## src/rtl/core/fli_byte_run_decoder_top_defines.svh

```systemverilog
// ----------------------------------------------------------------------------
// fli_byte_run_decoder_top_defines
// Assertion macros shared by the byte-run decoder RTL.
// ----------------------------------------------------------------------------
`ifndef FLI_BYTE_RUN_DECODER_TOP_DEFINES_SVH
`define FLI_BYTE_RUN_DECODER_TOP_DEFINES_SVH

`ifndef NO_ASSERTIONS

// checked while out of reset
`define FBRD_ASSERT(lbl, prop) \
  lbl: assert property (@(posedge clk) disable iff (!rst_n) prop) \
    else $error("fbrd assertion failed");

// checked at every edge, reset included
`define FBRD_ASSERT_ALWAYS(lbl, prop) \
  lbl: assert property (@(posedge clk) prop) \
    else $error("fbrd assertion failed");

`else

`define FBRD_ASSERT(lbl, prop)
`define FBRD_ASSERT_ALWAYS(lbl, prop)

`endif

`endif

```

## src/rtl/core/fbrd_pkg.sv

```systemverilog
// ----------------------------------------------------------------------------
// fbrd_pkg
// Widths, register map, reset values and the command type of the decoder.
// ----------------------------------------------------------------------------
`default_nettype none

package fbrd_pkg;

  localparam int unsigned CFG_W      = 13;
  localparam int unsigned BYTE_W     = 8;
  localparam int unsigned ADDR_W     = 24;
  localparam int unsigned RUN_W      = 7;
  localparam int unsigned LIT_W      = 8;
  localparam int unsigned APB_ADDR_W = 3;
  localparam int unsigned APB_DATA_W = 32;

  localparam int unsigned MAX_LINE_PIXELS_DEF = 4096;
  localparam int unsigned MAX_LINES_DEF       = 4096;

  localparam int unsigned FRAME_WIDTH_RST  = 320;
  localparam int unsigned FRAME_HEIGHT_RST = 200;

  // bit of an opcode that marks a literal run
  localparam int unsigned OPC_LITERAL_BIT = 7;

  localparam int unsigned QUEUE_DEPTH = 2;

  typedef enum logic [0:0] {
    REG_FRAME_WIDTH  = 1'b0,
    REG_FRAME_HEIGHT = 1'b1
  } reg_idx_t;

  // one frame buffer write; address is line_base + col_lo, mod 2^24
  typedef struct packed {
    logic [ADDR_W-1:0] line_base;
    logic [ADDR_W-1:0] col_lo;
    logic [BYTE_W-1:0] value;
    logic [RUN_W-1:0]  count;
  } cmd_t;

endpackage

`default_nettype wire

```

## src/rtl/core/fbrd_if.sv

```systemverilog
// ----------------------------------------------------------------------------
// fbrd_if
// Valid/ready channels of the decoder: chunk bytes in, frame writes out.
// ----------------------------------------------------------------------------
`default_nettype none

interface fbrd_in_if;
  import fbrd_pkg::*;

  logic              valid;
  logic              ready;
  logic [BYTE_W-1:0] chunk_byte;
  logic              chunk_last;

  modport source (output valid, output chunk_byte, output chunk_last, input ready);
  modport sink   (input valid, input chunk_byte, input chunk_last, output ready);
endinterface

interface fbrd_out_if;
  import fbrd_pkg::*;

  logic              valid;
  logic              ready;
  logic [ADDR_W-1:0] write_address;
  logic [BYTE_W-1:0] pixel_value;
  logic [RUN_W-1:0]  run_count;

  modport source (output valid, output write_address, output pixel_value,
                  output run_count, input ready);
  modport sink   (input valid, input write_address, input pixel_value,
                  input run_count, output ready);
endinterface

`default_nettype wire

```

## src/rtl/core/fbrd_cmd_fifo.sv

```systemverilog
// ----------------------------------------------------------------------------
// fbrd_cmd_fifo
// Short command queue between the decode front and the output back.
// ----------------------------------------------------------------------------
`default_nettype none
`include "fli_byte_run_decoder_top_defines.svh"

module fbrd_cmd_fifo (
  input  wire logic          clk,
  input  wire logic          rst_n,
  input  wire logic          push,
  input  wire fbrd_pkg::cmd_t push_cmd,
  output logic               full,
  input  wire logic          pop,
  output logic               valid,
  output fbrd_pkg::cmd_t     head
);
  import fbrd_pkg::*;

  localparam int unsigned PTR_W = (QUEUE_DEPTH > 1) ? $clog2(QUEUE_DEPTH) : 1;
  localparam int unsigned CNT_W = $clog2(QUEUE_DEPTH + 1);

  cmd_t             mem_r [QUEUE_DEPTH];
  logic [PTR_W-1:0] wr_ptr_r, wr_ptr_nxt;
  logic [PTR_W-1:0] rd_ptr_r, rd_ptr_nxt;
  logic [CNT_W-1:0] count_r, count_nxt;

  function automatic logic [PTR_W-1:0] ptr_inc(input logic [PTR_W-1:0] p);
    ptr_inc = (p == PTR_W'(QUEUE_DEPTH - 1)) ? '0 : p + PTR_W'(1);
  endfunction

  assign full  = (count_r == CNT_W'(QUEUE_DEPTH));
  assign valid = (count_r != '0);
  assign head  = mem_r[rd_ptr_r];

  always_comb begin
    wr_ptr_nxt = push ? ptr_inc(wr_ptr_r) : wr_ptr_r;
    rd_ptr_nxt = pop ? ptr_inc(rd_ptr_r) : rd_ptr_r;
    count_nxt  = count_r + CNT_W'(push) - CNT_W'(pop);
  end

  always_ff @(posedge clk) begin
    if (!rst_n) begin
      wr_ptr_r <= '0;
      rd_ptr_r <= '0;
      count_r  <= '0;
    end else begin
      wr_ptr_r <= wr_ptr_nxt;
      rd_ptr_r <= rd_ptr_nxt;
      count_r  <= count_nxt;
    end
  end

  always_ff @(posedge clk) begin
    if (push) begin
      mem_r[wr_ptr_r] <= push_cmd;
    end
  end

  `FBRD_ASSERT(a_no_push_when_full, push |-> !full)
  `FBRD_ASSERT(a_no_pop_when_empty, pop |-> valid)
  `FBRD_ASSERT(a_count_in_range, count_r <= CNT_W'(QUEUE_DEPTH))

endmodule

`default_nettype wire

```

## src/rtl/core/fbrd_front.sv

```systemverilog
// ----------------------------------------------------------------------------
// fbrd_front
// Register port and byte-run decode: tracks line, column and opcode phase
// and pushes one write command per literal byte or clipped fill.
// ----------------------------------------------------------------------------
`default_nettype none
`include "fli_byte_run_decoder_top_defines.svh"

module fbrd_front #(
  parameter int unsigned MAX_LINE_PIXELS = fbrd_pkg::MAX_LINE_PIXELS_DEF,
  parameter int unsigned MAX_LINES       = fbrd_pkg::MAX_LINES_DEF
) (
  input  wire logic                            clk,
  input  wire logic                            rst_n,
  fbrd_in_if.sink                              in_ch,
  input  wire logic                            psel,
  input  wire logic                            penable,
  input  wire logic                            pwrite,
  input  wire logic [fbrd_pkg::APB_ADDR_W-1:0] paddr,
  input  wire logic [fbrd_pkg::APB_DATA_W-1:0] pwdata,
  output logic      [fbrd_pkg::APB_DATA_W-1:0] prdata,
  output logic                                 pready,
  output logic                                 cmd_push,
  output fbrd_pkg::cmd_t                       cmd,
  input  wire logic                            q_full
);
  import fbrd_pkg::*;

  localparam int unsigned CFG_MAX = (1 << CFG_W) - 1;
  localparam int unsigned W_LIM   = (MAX_LINE_PIXELS < CFG_MAX) ? MAX_LINE_PIXELS : CFG_MAX;
  localparam int unsigned H_LIM   = (MAX_LINES < CFG_MAX) ? MAX_LINES : CFG_MAX;
  localparam int unsigned ROOM_W  = $clog2(W_LIM * H_LIM + 1);
  localparam int unsigned RST_W   = (FRAME_WIDTH_RST < W_LIM) ? FRAME_WIDTH_RST : W_LIM;
  localparam int unsigned RST_H   = (FRAME_HEIGHT_RST < H_LIM) ? FRAME_HEIGHT_RST : H_LIM;
  localparam int unsigned RST_ROOM = RST_W * RST_H;
  localparam logic [1:0]  RECALC_CYCLES = 2'd2;

  typedef enum logic [1:0] {
    PH_COUNT,
    PH_OPCODE,
    PH_LITERAL,
    PH_FILL
  } phase_t;

  logic [CFG_W-1:0]  frame_width_r, frame_width_nxt;
  logic [CFG_W-1:0]  frame_height_r, frame_height_nxt;
  logic [CFG_W-1:0]  w_r, w_nxt;
  logic [CFG_W-1:0]  h_r, h_nxt;
  logic [ROOM_W-1:0] wh_r, wh_nxt;
  logic [CFG_W-1:0]  rem_lines_r, rem_lines_nxt;
  logic [ROOM_W-1:0] room_r, room_nxt;
  logic [1:0]        recalc_r, recalc_nxt;

  logic [CFG_W-1:0]  line_index_r, line_index_nxt;
  logic [ADDR_W-1:0] line_base_r, line_base_nxt;
  logic [ROOM_W-1:0] column_r, column_nxt;
  phase_t            phase_r, phase_nxt;
  logic [LIT_W-1:0]  literal_left_r, literal_left_nxt;
  logic [RUN_W-1:0]  repeat_r, repeat_nxt;

  logic              cfg_wr;
  logic              accept;
  logic              chunk_end;
  logic              active;
  logic [ROOM_W-1:0] w_ext;
  logic [ROOM_W-1:0] space;
  logic              col_lt_room;
  logic [ROOM_W-1:0] col_inc;
  logic [RUN_W-1:0]  fill_len;
  logic [CFG_W-1:0]  wdata;

  assign cfg_wr      = psel & penable & pwrite;
  assign pready      = 1'b1;
  assign in_ch.ready = (recalc_r == '0) & ~q_full;
  assign accept      = in_ch.valid & in_ch.ready;
  assign chunk_end   = accept & in_ch.chunk_last;
  assign active      = (line_index_r < h_r);
  assign w_ext       = ROOM_W'(w_r);
  assign col_lt_room = (column_r < room_r);
  assign space       = room_r - column_r;
  assign col_inc     = column_r + ROOM_W'(1);
  assign wdata       = pwdata[CFG_W-1:0];

  always_comb begin
    if (!col_lt_room) begin
      fill_len = '0;
    end else if (ROOM_W'(repeat_r) < space) begin
      fill_len = repeat_r;
    end else begin
      fill_len = space[RUN_W-1:0];
    end
  end

  always_comb begin
    unique case (reg_idx_t'(paddr[2]))
      REG_FRAME_WIDTH:  prdata = APB_DATA_W'(frame_width_r);
      REG_FRAME_HEIGHT: prdata = APB_DATA_W'(frame_height_r);
      default:          prdata = '0;
    endcase
  end

  always_comb begin
    logic [LIT_W-1:0]  lit;
    logic [ROOM_W-1:0] col_after;
    logic              adv;

    frame_width_nxt  = frame_width_r;
    frame_height_nxt = frame_height_r;
    w_nxt            = w_r;
    h_nxt            = h_r;
    wh_nxt           = wh_r;
    rem_lines_nxt    = rem_lines_r;
    room_nxt         = room_r;
    recalc_nxt       = (recalc_r != '0) ? recalc_r - 2'd1 : recalc_r;
    line_index_nxt   = line_index_r;
    line_base_nxt    = line_base_r;
    column_nxt       = column_r;
    phase_nxt        = phase_r;
    literal_left_nxt = literal_left_r;
    repeat_nxt       = repeat_r;

    cmd_push       = 1'b0;
    cmd.line_base  = line_base_r;
    cmd.col_lo     = ADDR_W'(column_r);
    cmd.value      = in_ch.chunk_byte;
    cmd.count      = RUN_W'(1);

    lit       = literal_left_r;
    col_after = column_r;
    adv       = 1'b0;

    // width and height are set, then their product and the lines left, then the space left
    if (cfg_wr) begin
      recalc_nxt = RECALC_CYCLES;
      unique case (reg_idx_t'(paddr[2]))
        REG_FRAME_WIDTH: begin
          frame_width_nxt = wdata;
          w_nxt = (wdata > CFG_W'(W_LIM)) ? CFG_W'(W_LIM) : wdata;
        end
        REG_FRAME_HEIGHT: begin
          frame_height_nxt = wdata;
          h_nxt = (wdata > CFG_W'(H_LIM)) ? CFG_W'(H_LIM) : wdata;
        end
        default: ;
      endcase
    end else if (recalc_r == RECALC_CYCLES) begin
      wh_nxt        = ROOM_W'(w_r) * ROOM_W'(h_r);
      rem_lines_nxt = active ? h_r - line_index_r : '0;
    end else if (recalc_r != '0) begin
      room_nxt = ROOM_W'(w_r) * ROOM_W'(rem_lines_r);
    end

    if (accept && active) begin
      unique case (phase_r)
        PH_COUNT: begin
          phase_nxt = PH_OPCODE;
          adv = (column_r >= w_ext);
        end
        PH_OPCODE: begin
          if (in_ch.chunk_byte[OPC_LITERAL_BIT]) begin
            literal_left_nxt = LIT_W'(0) - LIT_W'(in_ch.chunk_byte);
            phase_nxt = PH_LITERAL;
          end else begin
            repeat_nxt = in_ch.chunk_byte[RUN_W-1:0];
            phase_nxt = PH_FILL;
          end
        end
        PH_LITERAL: begin
          if (col_lt_room) begin
            cmd_push  = 1'b1;
            col_after = col_inc;
            lit = (col_inc >= room_r) ? '0 : literal_left_r - LIT_W'(1);
          end else begin
            lit = '0;
          end
          literal_left_nxt = lit;
          column_nxt = col_after;
          if (lit == '0) begin
            phase_nxt = PH_OPCODE;
            adv = (col_after >= w_ext);
          end
        end
        PH_FILL: begin
          cmd_push   = (fill_len != '0);
          cmd.count  = fill_len;
          col_after  = column_r + ROOM_W'(fill_len);
          column_nxt = col_after;
          repeat_nxt = '0;
          phase_nxt  = PH_OPCODE;
          adv = (col_after >= w_ext);
        end
        default: ;
      endcase

      if (adv) begin
        line_index_nxt   = line_index_r + CFG_W'(1);
        line_base_nxt    = line_base_r + ADDR_W'(w_r);
        room_nxt         = room_r - w_ext;
        column_nxt       = '0;
        phase_nxt        = PH_COUNT;
        literal_left_nxt = '0;
        repeat_nxt       = '0;
      end
    end

    // end of chunk: back to the first line
    if (chunk_end) begin
      line_index_nxt   = '0;
      line_base_nxt    = '0;
      room_nxt         = wh_r;
      column_nxt       = '0;
      phase_nxt        = PH_COUNT;
      literal_left_nxt = '0;
      repeat_nxt       = '0;
    end
  end

  always_ff @(posedge clk) begin
    if (!rst_n) begin
      frame_width_r  <= CFG_W'(FRAME_WIDTH_RST);
      frame_height_r <= CFG_W'(FRAME_HEIGHT_RST);
      w_r            <= CFG_W'(RST_W);
      h_r            <= CFG_W'(RST_H);
      wh_r           <= ROOM_W'(RST_ROOM);
      rem_lines_r    <= CFG_W'(RST_H);
      room_r         <= ROOM_W'(RST_ROOM);
      recalc_r       <= '0;
      line_index_r   <= '0;
      line_base_r    <= '0;
      column_r       <= '0;
      phase_r        <= PH_COUNT;
      literal_left_r <= '0;
      repeat_r       <= '0;
    end else begin
      frame_width_r  <= frame_width_nxt;
      frame_height_r <= frame_height_nxt;
      w_r            <= w_nxt;
      h_r            <= h_nxt;
      wh_r           <= wh_nxt;
      rem_lines_r    <= rem_lines_nxt;
      room_r         <= room_nxt;
      recalc_r       <= recalc_nxt;
      line_index_r   <= line_index_nxt;
      line_base_r    <= line_base_nxt;
      column_r       <= column_nxt;
      phase_r        <= phase_nxt;
      literal_left_r <= literal_left_nxt;
      repeat_r       <= repeat_nxt;
    end
  end

  `FBRD_ASSERT(a_cfg_holds_input, cfg_wr |=> !in_ch.ready)
  `FBRD_ASSERT(a_cmd_has_pixels, cmd_push |-> (cmd.count != '0) && accept)
  `FBRD_ASSERT(a_last_restarts, chunk_end |=> (line_index_r == '0) && (phase_r == PH_COUNT))

endmodule

`default_nettype wire

```

## src/rtl/core/fbrd_back.sv

```systemverilog
// ----------------------------------------------------------------------------
// fbrd_back
// Output stage: forms the frame buffer address and holds the write request
// until the receiver takes it.
// ----------------------------------------------------------------------------
`default_nettype none

module fbrd_back (
  input  wire logic           clk,
  input  wire logic           rst_n,
  input  wire logic           q_valid,
  input  wire fbrd_pkg::cmd_t q_head,
  output logic                q_pop,
  fbrd_out_if.source          out_ch
);
  import fbrd_pkg::*;

  logic              valid_r, valid_nxt;
  logic [ADDR_W-1:0] addr_r, addr_nxt;
  logic [BYTE_W-1:0] value_r, value_nxt;
  logic [RUN_W-1:0]  count_r, count_nxt;

  assign q_pop = q_valid & (~valid_r | out_ch.ready);

  always_comb begin
    valid_nxt = valid_r;
    addr_nxt  = addr_r;
    value_nxt = value_r;
    count_nxt = count_r;
    if (q_pop) begin
      valid_nxt = 1'b1;
      addr_nxt  = q_head.line_base + q_head.col_lo;
      value_nxt = q_head.value;
      count_nxt = q_head.count;
    end else if (out_ch.ready) begin
      valid_nxt = 1'b0;
    end
  end

  always_ff @(posedge clk) begin
    if (!rst_n) begin
      valid_r <= 1'b0;
    end else begin
      valid_r <= valid_nxt;
    end
  end

  always_ff @(posedge clk) begin
    addr_r  <= addr_nxt;
    value_r <= value_nxt;
    count_r <= count_nxt;
  end

  assign out_ch.valid         = valid_r;
  assign out_ch.write_address = addr_r;
  assign out_ch.pixel_value   = value_r;
  assign out_ch.run_count     = count_r;

endmodule

`default_nettype wire

```

## src/rtl/core/fli_byte_run_decoder_top.sv

```systemverilog
// ----------------------------------------------------------------------------
// fli_byte_run_decoder_top
// Byte-run chunk decoder: compressed bytes in, frame buffer writes out.
// ----------------------------------------------------------------------------
// in_ch takes one chunk byte per request; chunk_last marks the final byte,
// after which decoding restarts at the first line. out_ch gives one write
// request per literal byte (run_count 1) or per clipped fill (one request
// for the whole run); bytes that write nothing give no request.
// frame_width (0x0) and frame_height (0x4) are to be written over the APB
// port only while the decoder is idle; the user must keep to this, as the
// block does not enforce it. in_ch.ready then drops while the frame size
// products are rebuilt. in_ch takes one byte per cycle while in_ch.ready is
// high. A taken byte's request is written into the command queue, then the
// address add is registered into the output register that drives out_ch.
// Reset: 320 x 200 frame, first line, expecting the packet count byte.
// When out_ch stalls, the two-entry command queue and the output register
// fill, then in_ch.ready drops until the receiver takes a request.
// ----------------------------------------------------------------------------
`default_nettype none

module fli_byte_run_decoder_top #(
  parameter int unsigned MAX_LINE_PIXELS = fbrd_pkg::MAX_LINE_PIXELS_DEF,
  parameter int unsigned MAX_LINES       = fbrd_pkg::MAX_LINES_DEF
) (
  input  wire logic                            clk,
  input  wire logic                            rst_n,
  fbrd_in_if.sink                              in_ch,
  fbrd_out_if.source                           out_ch,
  input  wire logic                            psel,
  input  wire logic                            penable,
  input  wire logic                            pwrite,
  input  wire logic [fbrd_pkg::APB_ADDR_W-1:0] paddr,
  input  wire logic [fbrd_pkg::APB_DATA_W-1:0] pwdata,
  output logic      [fbrd_pkg::APB_DATA_W-1:0] prdata,
  output logic                                 pready
);
  import fbrd_pkg::*;

  logic cmd_push;
  cmd_t cmd;
  logic q_full;
  logic q_valid;
  logic q_pop;
  cmd_t q_head;

  fbrd_front #(
    .MAX_LINE_PIXELS (MAX_LINE_PIXELS),
    .MAX_LINES       (MAX_LINES)
  ) u_front (
    .clk      (clk),
    .rst_n    (rst_n),
    .in_ch    (in_ch),
    .psel     (psel),
    .penable  (penable),
    .pwrite   (pwrite),
    .paddr    (paddr),
    .pwdata   (pwdata),
    .prdata   (prdata),
    .pready   (pready),
    .cmd_push (cmd_push),
    .cmd      (cmd),
    .q_full   (q_full)
  );

  fbrd_cmd_fifo u_queue (
    .clk      (clk),
    .rst_n    (rst_n),
    .push     (cmd_push),
    .push_cmd (cmd),
    .full     (q_full),
    .pop      (q_pop),
    .valid    (q_valid),
    .head     (q_head)
  );

  fbrd_back u_back (
    .clk     (clk),
    .rst_n   (rst_n),
    .q_valid (q_valid),
    .q_head  (q_head),
    .q_pop   (q_pop),
    .out_ch  (out_ch)
  );

endmodule

`default_nettype wire

```

## src/flat_wrapper.sv

```systemverilog
// flat-port wrapper written by rule: the top's interface ports become plain ports
module fli_byte_run_decoder_top_flat import fbrd_pkg::*;
#(
  parameter int unsigned MAX_LINE_PIXELS = fbrd_pkg::MAX_LINE_PIXELS_DEF,
  parameter int unsigned MAX_LINES       = fbrd_pkg::MAX_LINES_DEF
)
  (clk, rst_n, psel, penable, pwrite, paddr, pwdata, prdata, pready, in_ch_valid, in_ch_chunk_byte, in_ch_chunk_last, in_ch_ready, out_ch_valid, out_ch_write_address, out_ch_pixel_value, out_ch_run_count, out_ch_ready);
  fbrd_in_if in_ch_i ();
  fbrd_out_if out_ch_i ();
  input  wire logic clk;
  input  wire logic rst_n;
  input  wire logic psel;
  input  wire logic penable;
  input  wire logic pwrite;
  input  wire logic [fbrd_pkg::APB_ADDR_W-1:0] paddr;
  input  wire logic [fbrd_pkg::APB_DATA_W-1:0] pwdata;
  output logic      [fbrd_pkg::APB_DATA_W-1:0] prdata;
  output logic pready;
  input wire logic [$bits(in_ch_i.valid)-1:0] in_ch_valid;
  input wire logic [$bits(in_ch_i.chunk_byte)-1:0] in_ch_chunk_byte;
  input wire logic [$bits(in_ch_i.chunk_last)-1:0] in_ch_chunk_last;
  output wire logic [$bits(in_ch_i.ready)-1:0] in_ch_ready;
  output wire logic [$bits(out_ch_i.valid)-1:0] out_ch_valid;
  output wire logic [$bits(out_ch_i.write_address)-1:0] out_ch_write_address;
  output wire logic [$bits(out_ch_i.pixel_value)-1:0] out_ch_pixel_value;
  output wire logic [$bits(out_ch_i.run_count)-1:0] out_ch_run_count;
  input wire logic [$bits(out_ch_i.ready)-1:0] out_ch_ready;
  assign in_ch_i.valid = in_ch_valid;
  assign in_ch_i.chunk_byte = in_ch_chunk_byte;
  assign in_ch_i.chunk_last = in_ch_chunk_last;
  assign in_ch_ready = in_ch_i.ready;
  assign out_ch_valid = out_ch_i.valid;
  assign out_ch_write_address = out_ch_i.write_address;
  assign out_ch_pixel_value = out_ch_i.pixel_value;
  assign out_ch_run_count = out_ch_i.run_count;
  assign out_ch_i.ready = out_ch_ready;
  fli_byte_run_decoder_top #(.MAX_LINE_PIXELS(MAX_LINE_PIXELS), .MAX_LINES(MAX_LINES)) u_core (.clk(clk), .rst_n(rst_n), .in_ch(in_ch_i), .out_ch(out_ch_i), .psel(psel), .penable(penable), .pwrite(pwrite), .paddr(paddr), .pwdata(pwdata), .prdata(prdata), .pready(pready));
endmodule
```

## config.mk

```make
export PLATFORM = sky130hd
export DESIGN_NAME = fli_byte_run_decoder_top_flat
export DESIGN_NICKNAME = d
export VERILOG_FILES = /design/src/rtl/core/fbrd_pkg.sv /design/src/rtl/core/fbrd_if.sv /design/src/rtl/core/fbrd_cmd_fifo.sv /design/src/rtl/core/fbrd_front.sv /design/src/rtl/core/fbrd_back.sv /design/src/rtl/core/fli_byte_run_decoder_top.sv /design/src/flat_wrapper.sv
export VERILOG_INCLUDE_DIRS = /design/src /design/src/rtl/core
export SDC_FILE = /design/constraint.sdc
export NUM_CORES = 2
export LEC_CHECK = 0
export ABC_AREA = 1
export BUFFER_PORTS_ARGS = -buffer_cell sky130_fd_sc_hd__buf_2
export CAP_MARGIN = 20
export CELL_PAD_IN_SITES_DETAIL_PLACEMENT = 1
export CELL_PAD_IN_SITES_GLOBAL_PLACEMENT = 1
export CORE_ASPECT_RATIO = 2
export CORE_UTILIZATION = 48
export DETAILED_ROUTE_END_ITERATION = 8
export PLACE_DENSITY_LB_ADDON = 0.1
export SLEW_MARGIN = 20
export SYNTH_ARGS = -nofsm -noshare
export SYNTH_HDL_FRONTEND = slang
export SYNTH_SLANG_ARGS = --single-unit
```

## constraint.sdc

```tcl
create_clock -name clk -period 8 [get_ports clk]
set_input_delay 0.4 -clock clk [delete_from_list [all_inputs] [get_ports clk]]
set_output_delay 0.4 -clock clk [all_outputs]
set_load 0.01 [all_outputs]
```

==> results.txt <==
The leakage power summed over all cells came out at around 0.019 uW. The part of the total power dissipated in sequential elements is 0.206. The via count came out at 30540. The measured slew at the worst slew-check pin came out at 1.120 ns. The overall global routing resource usage is 0.3368. The worst hold path belongs to the class in2reg.

The hold violation total from the final report is 0. In this run the worst setup path begins at u_core.u_front.room_r[0]. The clock latency on the worst-skew pair came out at 0.58 ns. The number of antenna violations at the first check in global routing came out at 2.

The flow ran to the end, and the final reports show no timing, DRC or antenna violations. The routed length per placed instance came out at about 22 um. In the final layout, the share of cells above drive strength 1 is 0.07952. The power density normalized to cell area is roughly 360 nW/um2. In this run, distinct cell masters in the synthesized netlist total 65. The net load switching power came out at 7205 uW. Following the worst setup path forward leads to its endpoint at u_core.u_front.column_r[18]. Hold repair after CTS inserted 0 buffers. The peak clock frequency supported by timing came out at 136.2 MHz. The number of enable-type register cells in the synthesized netlist came out at 165. The number of instances in the synthesized netlist came out at approximately 4500. The total wire length after detailed routing came out at 120.3 mm.

The count of H-tree levels built during CTS came out at 2. On the final layout, the worst hold slack is approximately 0.071 ns. The count of cells along the worst hold path came out at 1. The first global-routing pass estimated 185.8 mm of wire. The post-detailed-route DRC marker count came out at 0. The nature of the critical path endpoint is a flip-flop. The clock share of power is 0.133. The maximum fanout along the worst path is 7. The clock tree buffer depth is 3. The largest net degree at the start of global routing came out at between 60 and 70. The switching power as a share of total power is 0.5356. In the routed layout, each cell is associated on average with a via count of between 5 and 6. The design internal power came out at 6248 uW. The netlist area before placement came out at between 30000 and 40000 um2.

After clock tree synthesis, the clock-pin slew on the worst setup and hold paths is 0.07 ns. The startpoint identified for the worst register-to-register timing path is u_core.u_front.room_r[0]. The count of clock tree sinks came out at 367. The total cell area at the placement stage came out at 35910 um2. After global routing the overflow that remains totals 0. The detailed placement HPWL is 96.06 mm.

The initial standard-cell utilization of the core is 0.4855. The portion of total power attributed to combinational logic is 0.661. The area of the core came out at 70790 um2.

The critical path arrival is around 7.8 ns. IR analysis of the VDD net gives a maximum drop of 479.7 uV. The worst register-to-register path has a depth of 42. In this run the tightest slew margin relative to its limit is 0.2437. The worst-case clock skew came out at 0.03777 ns. Registers take 9000 um2. The count of TritonRoute iterations in the first routing pass is 5. Setup repair after global routing left no endpoint under its margin. The share of flip-flops with an asynchronous set or reset after synthesis is 0. The tree is rooted in a sky130_fd_sc_hd__clkbuf_16.

The count of standard-cell rows is 138. The capture instance of the worst register-to-register path is u_core.u_front.column_r[18]. The number of setup violations in the final report came out at 0. The total inserted antenna cells is 0. The die area is around 73000 um2. The worst register-to-register path has a setup slack of around 0.66 ns. Across the run, the number of max-cap violations was 0. The post-route minimum period is 7.344 ns. The overall die width came out at 191.2 um. The synthesized flop and latch total is 367. The area growth from synthesis to layout is 7.933%. The CTS tree is yes. The average footprint of a synthesized cell is 7.666 um2. The cell repeated most along the worst path is sky130_fd_sc_hd__nand2_1. The vertical extent of the die came out at about 380 um. The final count of pins violating max slew is 0. The final cell count without fillers came out at around 5500. The warning count from the yosys run is 0. The number of global-route vias before repair is 33665. In the finished design, the share of the clock period the worst path needs comes to 0.9180. STA classifies the critical path startpoint as a flip-flop. The most used flip-flop cell after synthesis is sky130_fd_sc_hd__dfxtp_1. In this run, the number of DRC markers left after iteration 0 of detailed routing was 1217. The remaining antenna violation count came out at 0. The layout filler cell count came out at approximately 9000. The number of I/O port buffers came out at 83. 125 I/O pins were placed. The biggest cell delay along the critical path is 0.46 ns. The number of CTS-inserted buffers is 36. The post-route worst setup slack came out at 0.6562 ns. The worst slack after detailed placement is roughly 0.73 ns. The post-layout instance area came out at 37090 um2.

The total placed cells including tap cells is ~5400. The final-stage net count is 5142. For the final routed database, the setup TNS stands at 0 ns.

On the critical path, the stage with the largest delay is an instance of sky130_fd_sc_hd__fa_1. For this run, the register share of the synthesized area comes to 0.2618. The path type of the worst setup path is reg2reg. The data required time at the worst endpoint came out at 8.49 ns. The routability-driven placement congestion ratio is 0.9888. The multi-input combinational cells in the finished layout cover a total of 21570 um2.
-- final cells by class --
type | count | share of cell area
multi-input combinational | 3160 | 0.5816
sequential | 367 | 0.2426
inverter | 793 | 0.08025
timing repair buffer | 181 | 0.03306
tap | 910 | 0.03070
clock buffer | 40 | 0.02469
clock inverter | 24 | 0.007050
-- worst max-delay path: cells and delay by family, from the launching register on --
family | cells | cell delay (ns)
flip-flops | 1 | 0.37
adder cells (fa/ha/maj) | 6 | 2.01
buffers and inverters | 5 | 0.50
AND/OR/NAND/NOR | 24 | 3.17
XOR/XNOR | 2 | 0.53
AO/OA/AOI/OAI | 5 | 0.69
-- per-layer routing --
layer	track usage	share of wire	wire length (um)	vias up
li1	-	-	-	14284
met1	0.3214	0.34	40960	15176
met2	0.6513	0.55	65910	677
met3	0.02970	0.027	3282	399
met4	0.2475	0.084	10170	4
met5	0	0.00019	23	-
-- power groups by stage --
stage	Sequential (uW)	Combinational, uW	Clock [uW]
2_1_floorplan	2720	5940	0
3_3_place_gp	2770	8520	0
3_5_place_dp	2790	8740	0
4_1_cts	2750	8800	1820
5_1_grt	2800	9760	1870
6_report	2760	8900	1790
-- stage by stage --
step	util	power, uW
detailed placement	0.5073	11530
CTS	0.5239	13380
global route	0.5240	14430
floorplan	-	8657
global placement	0.5073	11290
finish	0.5240	13450
-- worst min-delay path by stage --
stage,from,end,slack [ns]
floorplan,u_core.u_front.column_r[14],u_core.u_queue.mem_r[0][29],0.42
global placement,u_core.u_queue.rd_ptr_r,flip-flop,0.43
detailed placement,u_core.u_front.frame_width_r[2],u_core.u_front.frame_width_r[2],0.44
CTS,in_ch_chunk_byte[7],u_core.u_queue.mem_r[0][14],0.06
global route,in_ch_chunk_byte[7],u_core.u_queue.mem_r[0][14],0.07
finish,in_ch_chunk_byte[7],u_core.u_queue.mem_r[0][14],0.07
-- cell usage after synthesis (all sizes together), types with 118 or more instances --
cell / number / area share
o21ai: 245 / 0.036
clkbuf: 118 / 0.013
ha: 306 / 0.11
a21oi: 265 / 0.039
dfxtp: 202 / 0.12
nor2: 333 / 0.038
xor2: 133 / 0.034
nand2: 1112 / 0.12
edfxtp: 165 / 0.14
inv: 790 / 0.086
fa: 246 / 0.14
nand3: 183 / 0.028
-- cells in the final DEF (no fill, tap or decap), types with 36 or more instances in the layout --
master / count
sky130_fd_sc_hd__buf_4: 92
sky130_fd_sc_hd__nand2_1: 1098
sky130_fd_sc_hd__a21oi_1: 263
sky130_fd_sc_hd__fa_1: 246
sky130_fd_sc_hd__nor3_1: 36
sky130_fd_sc_hd__nand3_1: 174
sky130_fd_sc_hd__mux2_2: 59
sky130_fd_sc_hd__o21ai_1: 37
sky130_fd_sc_hd__nand4_1: 49
sky130_fd_sc_hd__inv_1: 782
sky130_fd_sc_hd__o21ai_0: 207
sky130_fd_sc_hd__ha_1: 306
sky130_fd_sc_hd__nor2_1: 314
sky130_fd_sc_hd__buf_2: 83
sky130_fd_sc_hd__xor2_1: 133
sky130_fd_sc_hd__clkbuf_16: 36
sky130_fd_sc_hd__dfxtp_1: 201
sky130_fd_sc_hd__edfxtp_1: 165
-- what timing repair did --
item                                    4_1_cts  5_1_grt
gates resized for setup                       0        1
endpoints found under the setup margin        0       10
setup buffers                                 0        0
hold endpoints to repair                      0        0
-- cells by family (layout without fill, tap and decap cells) --
group           count (synthesis)  in the layout  synth area share
mux                            59             59           0.01933
flops                         367            367            0.2618
buf+inv                       974           1038            0.1132
xor+xnor                      165            165           0.04205
other cells                     2             20         0.0002185
compound gates                613            613           0.09757
simple gates                 1751           1751            0.2111
fa+ha+maj                     552            552            0.2547
-- flip-flops by register name, indices dropped and copies added (netlist names), 24 cells and up, named ones only --
name and flops:
u_core.u_back.out_ch.write_address 24, u_core.u_front.column_r 25, u_core.u_front.line_base_r 24, u_core.u_front.room_r 25, u_core.u_front.wh_r 25, u_core.u_queue.mem_r 126
Note: power is estimated with default switching activity, not from simulation.
